==> src/sv/lpht_pkg.sv <==
package lpht_pkg;

    localparam int SLOTS_DEFAULT = 1024;
    localparam int OCC_W         = 10;
    localparam int KEY_W         = 32;
    localparam int HASH_W        = 32;
    localparam int VALUE_W       = 64;
    localparam int REQ_W         = 2;
    localparam int STATUS_W      = 2;

    localparam logic [OCC_W-1:0] MAX_OCC_RESET = OCC_W'(768);

    typedef enum logic [1:0] {
        MARK_EMPTY = 2'd0,
        MARK_LIVE  = 2'd1,
        MARK_TOMB  = 2'd2
    } mark_t;

    typedef enum logic [REQ_W-1:0] {
        REQ_GET = 2'd0,
        REQ_SET = 2'd1,
        REQ_DEL = 2'd2
    } req_code_t;

    typedef enum logic [STATUS_W-1:0] {
        ST_OK   = 2'd0,
        ST_MISS = 2'd1,
        ST_FULL = 2'd2
    } status_code_t;

    // One slot of the table as it sits in the slot memory.
    typedef struct packed {
        mark_t              mark;
        logic [KEY_W-1:0]   key;
        logic [VALUE_W-1:0] value;
    } slot_entry_t;

endpackage

==> src/sv/lpht_intf.sv <==
interface lpht_req_if;
    import lpht_pkg::*;

    logic               valid;
    logic               ready;
    logic [REQ_W-1:0]   req_type;
    logic [KEY_W-1:0]   key_id;
    logic [HASH_W-1:0]  key_hash;
    logic [VALUE_W-1:0] value_in;

    modport source (output valid, req_type, key_id, key_hash, value_in, input ready);
    modport sink (input valid, req_type, key_id, key_hash, value_in, output ready);
endinterface

interface lpht_rsp_if;
    import lpht_pkg::*;

    logic                valid;
    logic                ready;
    logic [STATUS_W-1:0] status;
    logic [VALUE_W-1:0]  value_out;
    logic                new_key;

    modport source (output valid, status, value_out, new_key, input ready);
    modport sink (input valid, status, value_out, new_key, output ready);
endinterface


==> src/sv/lpht_ctrl.sv <==
module lpht_ctrl #(
    parameter int SLOTS = lpht_pkg::SLOTS_DEFAULT
) (
    input  logic                          clk,
    input  logic                          rst_n,
    lpht_req_if.sink                      req,
    lpht_rsp_if.source                    rsp,
    input  logic [lpht_pkg::OCC_W-1:0]    max_occupancy,
    output logic                          mem_we,
    output logic [$clog2(SLOTS)-1:0]      mem_waddr,
    output lpht_pkg::slot_entry_t         mem_wdata,
    output logic [$clog2(SLOTS)-1:0]      mem_raddr,
    input  lpht_pkg::slot_entry_t         mem_rdata
);
    import lpht_pkg::*;

    localparam int AW   = $clog2(SLOTS);
    localparam int CW   = AW + 1;
    localparam int CMPW = (CW > OCC_W) ? CW : OCC_W;

    typedef enum logic [1:0] {
        S_CLEAR,
        S_IDLE,
        S_PROBE,
        S_COMMIT
    } state_t;

    state_t              state_reg, state_next;
    logic [AW-1:0]       clr_reg, clr_next;
    logic [AW-1:0]       idx_reg, idx_next;
    logic [AW-1:0]       n_reg, n_next;
    logic                have_tomb_reg, have_tomb_next;
    logic [AW-1:0]       tomb_idx_reg, tomb_idx_next;
    logic [REQ_W-1:0]    op_reg, op_next;
    logic [KEY_W-1:0]    key_reg, key_next;
    logic [VALUE_W-1:0]  val_reg, val_next;
    logic [CW-1:0]       used_reg, used_next;

    status_code_t        res_status_reg, res_status_next;
    logic [VALUE_W-1:0]  res_value_reg, res_value_next;
    logic                res_newk_reg, res_newk_next;
    logic                wr_en_reg, wr_en_next;
    logic [AW-1:0]       wr_addr_reg, wr_addr_next;
    slot_entry_t         wr_entry_reg, wr_entry_next;
    logic                inc_reg, inc_next;

    logic                out_valid_reg, out_valid_next;
    logic [STATUS_W-1:0] out_status_reg, out_status_next;
    logic [VALUE_W-1:0]  out_value_reg, out_value_next;
    logic                out_newk_reg, out_newk_next;

    logic                is_empty, is_live, is_tomb, hit, last_slot, stop;
    logic                tomb_any, room, out_free;
    logic [AW-1:0]       tomb_at;

    // Decode of the slot read for the current probe position.
    always_comb
    begin
        is_empty  = (mem_rdata.mark == MARK_EMPTY);
        is_live   = (mem_rdata.mark == MARK_LIVE);
        is_tomb   = (mem_rdata.mark == MARK_TOMB);
        hit       = is_live && (mem_rdata.key == key_reg);
        last_slot = &n_reg;
        stop      = is_empty || hit || last_slot;
        tomb_any  = have_tomb_reg || is_tomb;
        tomb_at   = have_tomb_reg ? tomb_idx_reg : idx_reg;
        room      = CMPW'(used_reg) < CMPW'(max_occupancy);
        out_free  = !out_valid_reg || rsp.ready;
    end

    always_comb
    begin
        state_next      = state_reg;
        clr_next        = clr_reg;
        idx_next        = idx_reg;
        n_next          = n_reg;
        have_tomb_next  = have_tomb_reg;
        tomb_idx_next   = tomb_idx_reg;
        op_next         = op_reg;
        key_next        = key_reg;
        val_next        = val_reg;
        used_next       = used_reg;
        res_status_next = res_status_reg;
        res_value_next  = res_value_reg;
        res_newk_next   = res_newk_reg;
        wr_en_next      = wr_en_reg;
        wr_addr_next    = wr_addr_reg;
        wr_entry_next   = wr_entry_reg;
        inc_next        = inc_reg;
        out_valid_next  = out_valid_reg;
        out_status_next = out_status_reg;
        out_value_next  = out_value_reg;
        out_newk_next   = out_newk_reg;

        mem_we    = 1'b0;
        mem_waddr = wr_addr_reg;
        mem_wdata = wr_entry_reg;
        mem_raddr = idx_reg + AW'(1);
        req.ready = (state_reg == S_IDLE);

        if (out_valid_reg && rsp.ready)
        begin
            out_valid_next = 1'b0;
        end

        case (state_reg)
            S_CLEAR:
            begin
                mem_we    = 1'b1;
                mem_waddr = clr_reg;
                mem_wdata = '{mark: MARK_EMPTY, key: '0, value: '0};
                clr_next  = clr_reg + AW'(1);
                if (&clr_reg)
                begin
                    state_next = S_IDLE;
                end
            end

            S_IDLE:
            begin
                mem_raddr = req.key_hash[AW-1:0];
                if (req.valid)
                begin
                    op_next        = req.req_type;
                    key_next       = req.key_id;
                    val_next       = req.value_in;
                    idx_next       = req.key_hash[AW-1:0];
                    n_next         = '0;
                    have_tomb_next = 1'b0;
                    if (req.req_type != REQ_GET && req.req_type != REQ_SET &&
                        req.req_type != REQ_DEL)
                    begin
                        // Unknown request: answered without touching the table.
                        res_status_next = ST_MISS;
                        res_value_next  = '0;
                        res_newk_next   = 1'b0;
                        wr_en_next      = 1'b0;
                        inc_next        = 1'b0;
                        state_next      = S_COMMIT;
                    end
                    else
                    begin
                        state_next = S_PROBE;
                    end
                end
            end

            S_PROBE:
            begin
                if (!stop)
                begin
                    idx_next = idx_reg + AW'(1);
                    n_next   = n_reg + AW'(1);
                    if (is_tomb && !have_tomb_reg)
                    begin
                        have_tomb_next = 1'b1;
                        tomb_idx_next  = idx_reg;
                    end
                end
                else
                begin
                    state_next      = S_COMMIT;
                    res_status_next = ST_MISS;
                    res_value_next  = '0;
                    res_newk_next   = 1'b0;
                    wr_en_next      = 1'b0;
                    inc_next        = 1'b0;
                    wr_addr_next    = idx_reg;
                    wr_entry_next   = '{mark: MARK_LIVE, key: key_reg, value: val_reg};
                    case (op_reg)
                        REQ_GET:
                        begin
                            if (hit)
                            begin
                                res_status_next = ST_OK;
                                res_value_next  = mem_rdata.value;
                            end
                        end
                        REQ_DEL:
                        begin
                            if (hit)
                            begin
                                res_status_next = ST_OK;
                                wr_en_next      = 1'b1;
                                wr_entry_next   = '{mark: MARK_TOMB, key: mem_rdata.key,
                                                    value: mem_rdata.value};
                            end
                        end
                        REQ_SET:
                        begin
                            if (hit)
                            begin
                                res_status_next = ST_OK;
                                wr_en_next      = 1'b1;
                            end
                            else if (tomb_any)
                            begin
                                res_status_next = ST_OK;
                                res_newk_next   = 1'b1;
                                wr_en_next      = 1'b1;
                                wr_addr_next    = tomb_at;
                            end
                            else if (is_empty && room)
                            begin
                                res_status_next = ST_OK;
                                res_newk_next   = 1'b1;
                                wr_en_next      = 1'b1;
                                inc_next        = 1'b1;
                            end
                            else
                            begin
                                res_status_next = ST_FULL;
                            end
                        end
                        default:
                        begin
                            res_status_next = ST_MISS;
                        end
                    endcase
                end
            end

            S_COMMIT:
            begin
                if (out_free)
                begin
                    mem_we          = wr_en_reg;
                    out_valid_next  = 1'b1;
                    out_status_next = res_status_reg;
                    out_value_next  = res_value_reg;
                    out_newk_next   = res_newk_reg;
                    if (inc_reg)
                    begin
                        used_next = used_reg + CW'(1);
                    end
                    state_next = S_IDLE;
                end
            end

            default:
            begin
                state_next = S_CLEAR;
            end
        endcase
    end

    always_ff @(posedge clk or negedge rst_n)
    begin
        if (!rst_n)
        begin
            state_reg      <= S_CLEAR;
            clr_reg        <= '0;
            idx_reg        <= '0;
            n_reg          <= '0;
            have_tomb_reg  <= 1'b0;
            tomb_idx_reg   <= '0;
            op_reg         <= '0;
            key_reg        <= '0;
            val_reg        <= '0;
            used_reg       <= '0;
            res_status_reg <= ST_MISS;
            res_value_reg  <= '0;
            res_newk_reg   <= 1'b0;
            wr_en_reg      <= 1'b0;
            wr_addr_reg    <= '0;
            wr_entry_reg   <= '{mark: MARK_EMPTY, key: '0, value: '0};
            inc_reg        <= 1'b0;
            out_valid_reg  <= 1'b0;
            out_status_reg <= '0;
            out_value_reg  <= '0;
            out_newk_reg   <= 1'b0;
        end
        else
        begin
            state_reg      <= state_next;
            clr_reg        <= clr_next;
            idx_reg        <= idx_next;
            n_reg          <= n_next;
            have_tomb_reg  <= have_tomb_next;
            tomb_idx_reg   <= tomb_idx_next;
            op_reg         <= op_next;
            key_reg        <= key_next;
            val_reg        <= val_next;
            used_reg       <= used_next;
            res_status_reg <= res_status_next;
            res_value_reg  <= res_value_next;
            res_newk_reg   <= res_newk_next;
            wr_en_reg      <= wr_en_next;
            wr_addr_reg    <= wr_addr_next;
            wr_entry_reg   <= wr_entry_next;
            inc_reg        <= inc_next;
            out_valid_reg  <= out_valid_next;
            out_status_reg <= out_status_next;
            out_value_reg  <= out_value_next;
            out_newk_reg   <= out_newk_next;
        end
    end

    assign rsp.valid     = out_valid_reg;
    assign rsp.status    = out_status_reg;
    assign rsp.value_out = out_value_reg;
    assign rsp.new_key   = out_newk_reg;

endmodule

==> src/flat_wrapper.sv <==
// flat-port wrapper written by rule: the top's interface ports become plain ports
module lpht_ctrl_flat import lpht_pkg::*;
#(
    parameter int SLOTS = lpht_pkg::SLOTS_DEFAULT
)
  (clk, rst_n, max_occupancy, mem_we, mem_waddr, mem_wdata, mem_raddr, mem_rdata, req_valid, req_req_type, req_key_id, req_key_hash, req_value_in, req_ready, rsp_valid, rsp_status, rsp_value_out, rsp_new_key, rsp_ready);
  lpht_req_if req_i ();
  lpht_rsp_if rsp_i ();
  input  logic clk;
  input  logic rst_n;
  input  logic [lpht_pkg::OCC_W-1:0] max_occupancy;
  output logic mem_we;
  output logic [$clog2(SLOTS)-1:0] mem_waddr;
  output lpht_pkg::slot_entry_t mem_wdata;
  output logic [$clog2(SLOTS)-1:0] mem_raddr;
  input  lpht_pkg::slot_entry_t mem_rdata;
  input wire logic [$bits(req_i.valid)-1:0] req_valid;
  input wire logic [$bits(req_i.req_type)-1:0] req_req_type;
  input wire logic [$bits(req_i.key_id)-1:0] req_key_id;
  input wire logic [$bits(req_i.key_hash)-1:0] req_key_hash;
  input wire logic [$bits(req_i.value_in)-1:0] req_value_in;
  output wire logic [$bits(req_i.ready)-1:0] req_ready;
  output wire logic [$bits(rsp_i.valid)-1:0] rsp_valid;
  output wire logic [$bits(rsp_i.status)-1:0] rsp_status;
  output wire logic [$bits(rsp_i.value_out)-1:0] rsp_value_out;
  output wire logic [$bits(rsp_i.new_key)-1:0] rsp_new_key;
  input wire logic [$bits(rsp_i.ready)-1:0] rsp_ready;
  assign req_i.valid = req_valid;
  assign req_i.req_type = req_req_type;
  assign req_i.key_id = req_key_id;
  assign req_i.key_hash = req_key_hash;
  assign req_i.value_in = req_value_in;
  assign req_ready = req_i.ready;
  assign rsp_valid = rsp_i.valid;
  assign rsp_status = rsp_i.status;
  assign rsp_value_out = rsp_i.value_out;
  assign rsp_new_key = rsp_i.new_key;
  assign rsp_i.ready = rsp_ready;
  lpht_ctrl #(.SLOTS(SLOTS)) u_core (.clk(clk), .rst_n(rst_n), .req(req_i), .rsp(rsp_i), .max_occupancy(max_occupancy), .mem_we(mem_we), .mem_waddr(mem_waddr), .mem_wdata(mem_wdata), .mem_raddr(mem_raddr), .mem_rdata(mem_rdata));
endmodule
==> config.mk <==
export PLATFORM = sky130hd
export DESIGN_NAME = lpht_ctrl_flat
export DESIGN_NICKNAME = d
export VERILOG_FILES = /design/src/sv/lpht_pkg.sv /design/src/sv/lpht_intf.sv /design/src/sv/lpht_ctrl.sv /design/src/flat_wrapper.sv
export SDC_FILE = /design/constraint.sdc
export NUM_CORES = 1
export LEC_CHECK = 0
export ABC_AREA = 1
export BUFFER_PORTS_ARGS = -buffer_cell sky130_fd_sc_hd__buf_2
export CAP_MARGIN = 20
export CORE_MARGIN = 5
export CORE_UTILIZATION = 55
export CTS_CLUSTER_DIAMETER = 60
export DETAILED_ROUTE_END_ITERATION = 10
export GPL_ROUTABILITY_DRIVEN = 0
export HOLD_SLACK_MARGIN = 0.15
export MAX_ROUTING_LAYER = met4
export PLACE_DENSITY = 0.85
export SLEW_MARGIN = 10
export SYNTH_ARGS = -nofsm -noshare
export SYNTH_HDL_FRONTEND = slang
export SYNTH_SLANG_ARGS = --single-unit
export TNS_END_PERCENT = 5
==> constraint.sdc <==
create_clock -name clk -period 2.48 [get_ports clk]
set_clock_uncertainty 0.1 [all_clocks]
set_input_delay 0.124 -clock clk [delete_from_list [all_inputs] [get_ports clk]]
set_output_delay 0.124 -clock clk [all_outputs]
set_load 0.005 [all_outputs]
==> metrics <==
status=finished, final reports clean; Hold WC Path Type=input port to async pin; CP Launch Type=flip-flop; Max clock buf depth=3; Total GRT Usage=0.348; crit path launch=u_core.idx_reg[1]; Routed Antenna Nets=0; sequential area share after synthesis=0.518; Setup Crit Path Kind=flip-flop to primary output; peak supply drop=0.000675 V; first-pass GRT wire length=106000 microns; layout cell share with drive strength beyond 1=0.187; area occupied by multi-input gates=7590 sq um; Post-synth EDFFs=0; area delta synth->final=29.4%; commonest non-fill, non-tap cells in the layout=962 x nand2_1, 406 x buf_2, 394 x dfrtp_1; Leakage=13.4 nW; First-pass DRT Iterations=6; Port-buffer cells=407; Nets=3248; post-synthesis xor/xnor area fraction=0.0133; clk sinks=397; crit path DAT=2180 ps; vias in the first global route=20200; adder-cell area share of the yosys netlist=0.0137; wire per inst=18.8 microns; Syn Area/Cell=7.80 sq um; setup ws final=73.7 ps; 1st-iter DRT viols=2528; I/O pin cnt=430; Via-to-Cell Ratio=5.74; commonest non-fill, non-tap cell in the layout=nand2_1; fin crit period=2410 ps; Congestion Overflow GR=0; FF-to-FF path depth=11; setup repair bufs after CTS=0; pwr dens=1020 nW/um^2; Skew-Pair Late Insertion Delay=530 ps; critical path capture point type=primary output; fin crit share=0.970; mux share of post-synthesis cell area=0.000588; Worst slew margin=0.657; max_cap viols=0; register area=9940 sq um; post-synthesis cell area=19200 sq um; Yosys cell types=36; Worst-Margin Slew=513 ps; Die X=197 microns; worst r2r dst=u_core.res_value_reg[29]; height of the chip=197 microns; Post-Route WL=65500 microns; simple logic cell fraction of the synthesized area=0.313; Max Freq=416 MHz; H-Tree Depth=2; clock slew at reported path FFs=60 ps; antenna violations before repair=12; Layout fillers=2339; DR DRC count=0; flops & latches, synth=397; CP required=2260 ps; complex-gate fraction of the synthesized area=0.0509; crit path max fanout=5; num rows=68; Hold Fails Final Rpt=0; pre-CTS setup slack=232 ps; detailed-placement wirelength estimate=39100 microns; Largest register FFs=98; CORE AREA=34500 sq um; largest family of logic cells by synthesized area=simple AND/OR/NAND/NOR gates; CTS tree=yes; ys flop type=dfrtp_1; ys async rst share=1.00; Synth Warn #=0; Num CTS Buffers=41; WHS=177 ps; syn nets=2719; Root Driver=clkbuf_16; vias=20000; R2R Path Start=u_core.key_reg[8]; Slew Limit Fails=0; Synth Instances=2456; largest net degree at the start of global routing=96; Starting Density=0.556; R2R setup slack=170 ps; die area=38700 sq um; Worst Setup EP=mem_raddr[8]; setup repair after global routing missed its margin=true; # setup viols final=0
==> layout make-up <==
| class | instances | share of cell area |
|---|---|---|
| inverters | 253 | 0.0385 |
| diodes | 14 | 0.00141 |
| multi-input cells | 1663 | 0.306 |
| clock buffers | 61 | 0.0468 |
| flip-flops and latches | 397 | 0.401 |
| well taps | 455 | 0.0229 |
| clock inverters | 12 | 0.00590 |
| repair buffers | 629 | 0.178 |
==> Yosys cell counts (2+ instances only) <==
cell type  instances  area share
o22ai_1            2     0.00065
ha_1              21       0.014
clkbuf_1          79       0.015
nand2_1          964        0.19
nand4_1          151       0.049
nand3_1          122       0.032
buf_4             10      0.0039
nor4_1             3     0.00098
buf_2             14      0.0037
dfrtp_1          396        0.52
buf_6             25       0.015
inv_2             14      0.0027
nor2_2             4      0.0013
o21ai_0           86       0.022
buf_1             15      0.0029
nand3b_1           2     0.00078
nand2_4            2      0.0012
xnor2_1            6      0.0027
o21ai_2           10      0.0046
a211oi_1           2     0.00078
nor2_1           164       0.032
xor2_1            23       0.011
a21oi_1           13      0.0034
o21ai_1           73       0.019
nor3_1             7      0.0018
inv_1            238       0.047
==> metrics by stage <==
stage               setup TNS, ps  power (mW)   util  instances  area, sq um
floorplan                       0        14.9      -       2456        19200
global placement                0        18.0  0.628       3219        21600
detailed placement              0        18.3  0.628       3219        21600
CTS                             0        24.8  0.718       3470        24700
global route                -57.9        26.9  0.720       3482        24800
finish                          0        25.4  0.720       3484        24800
==> critical path: stages, from the launching register on <==
cell and delay (ps):
dfrtp_1 410, ha_1 260, nand4_1 170, nor2_2 200
nand3_1 130, xor2_1 170, o21ai_0 180, buf_2 140
==> worst min path at each step <==
stage	endpoint	cells past startpoint	slack (ps)	start
finish	u_core.key_reg[24]	3	180	rst_n
global route	u_core.key_reg[27]	3	190	rst_n
CTS	u_core.key_reg[29]	3	170	rst_n
detailed placement	u_core.wr_entry_reg[80]	1	-4	rst_n
global placement	u_core.wr_entry_reg[80]	1	-10	rst_n
floorplan	u_core.clr_reg[0]	0	-270	rst_n
==> per-layer routing <==
| metal | track usage | routed length, microns |
|---|---|---|
| met1 | 0.442 | 24100 |
| met2 | 0.539 | 30700 |
| met3 | 0.0708 | 6810 |
| met4 | 0.174 | 3980 |
| met5 | - | 0 |
==> power by group <==
| part | leakage, nW | internal [mW] | switching, mW |
|---|---|---|---|
| sequential | 5.22 | 8.32 | 1.31 |
| combinational | 7.53 | 3.28 | 6.38 |
| clock | 0.644 | 3.56 | 2.57 |
| total | 13.4 | 15.2 | 10.3 |
==> cell families after synthesis <==
logic type,after synthesis
AO/OA/AOI/OAI,186
XOR/XNOR,29
adder cells (fa/ha/maj),21
buffers and inverters,396
flip-flops,397
multiplexers,1
AND/OR/NAND/NOR,1426
==> what timing repair did <==
item	CTS	global route
hold buffers	178	0
endpoints found under the hold margin	646	0
setup endpoints to repair	12	19
resized for setup	4	11
pin swaps	0	0
Note: power is estimated with default switching activity, not from simulation.
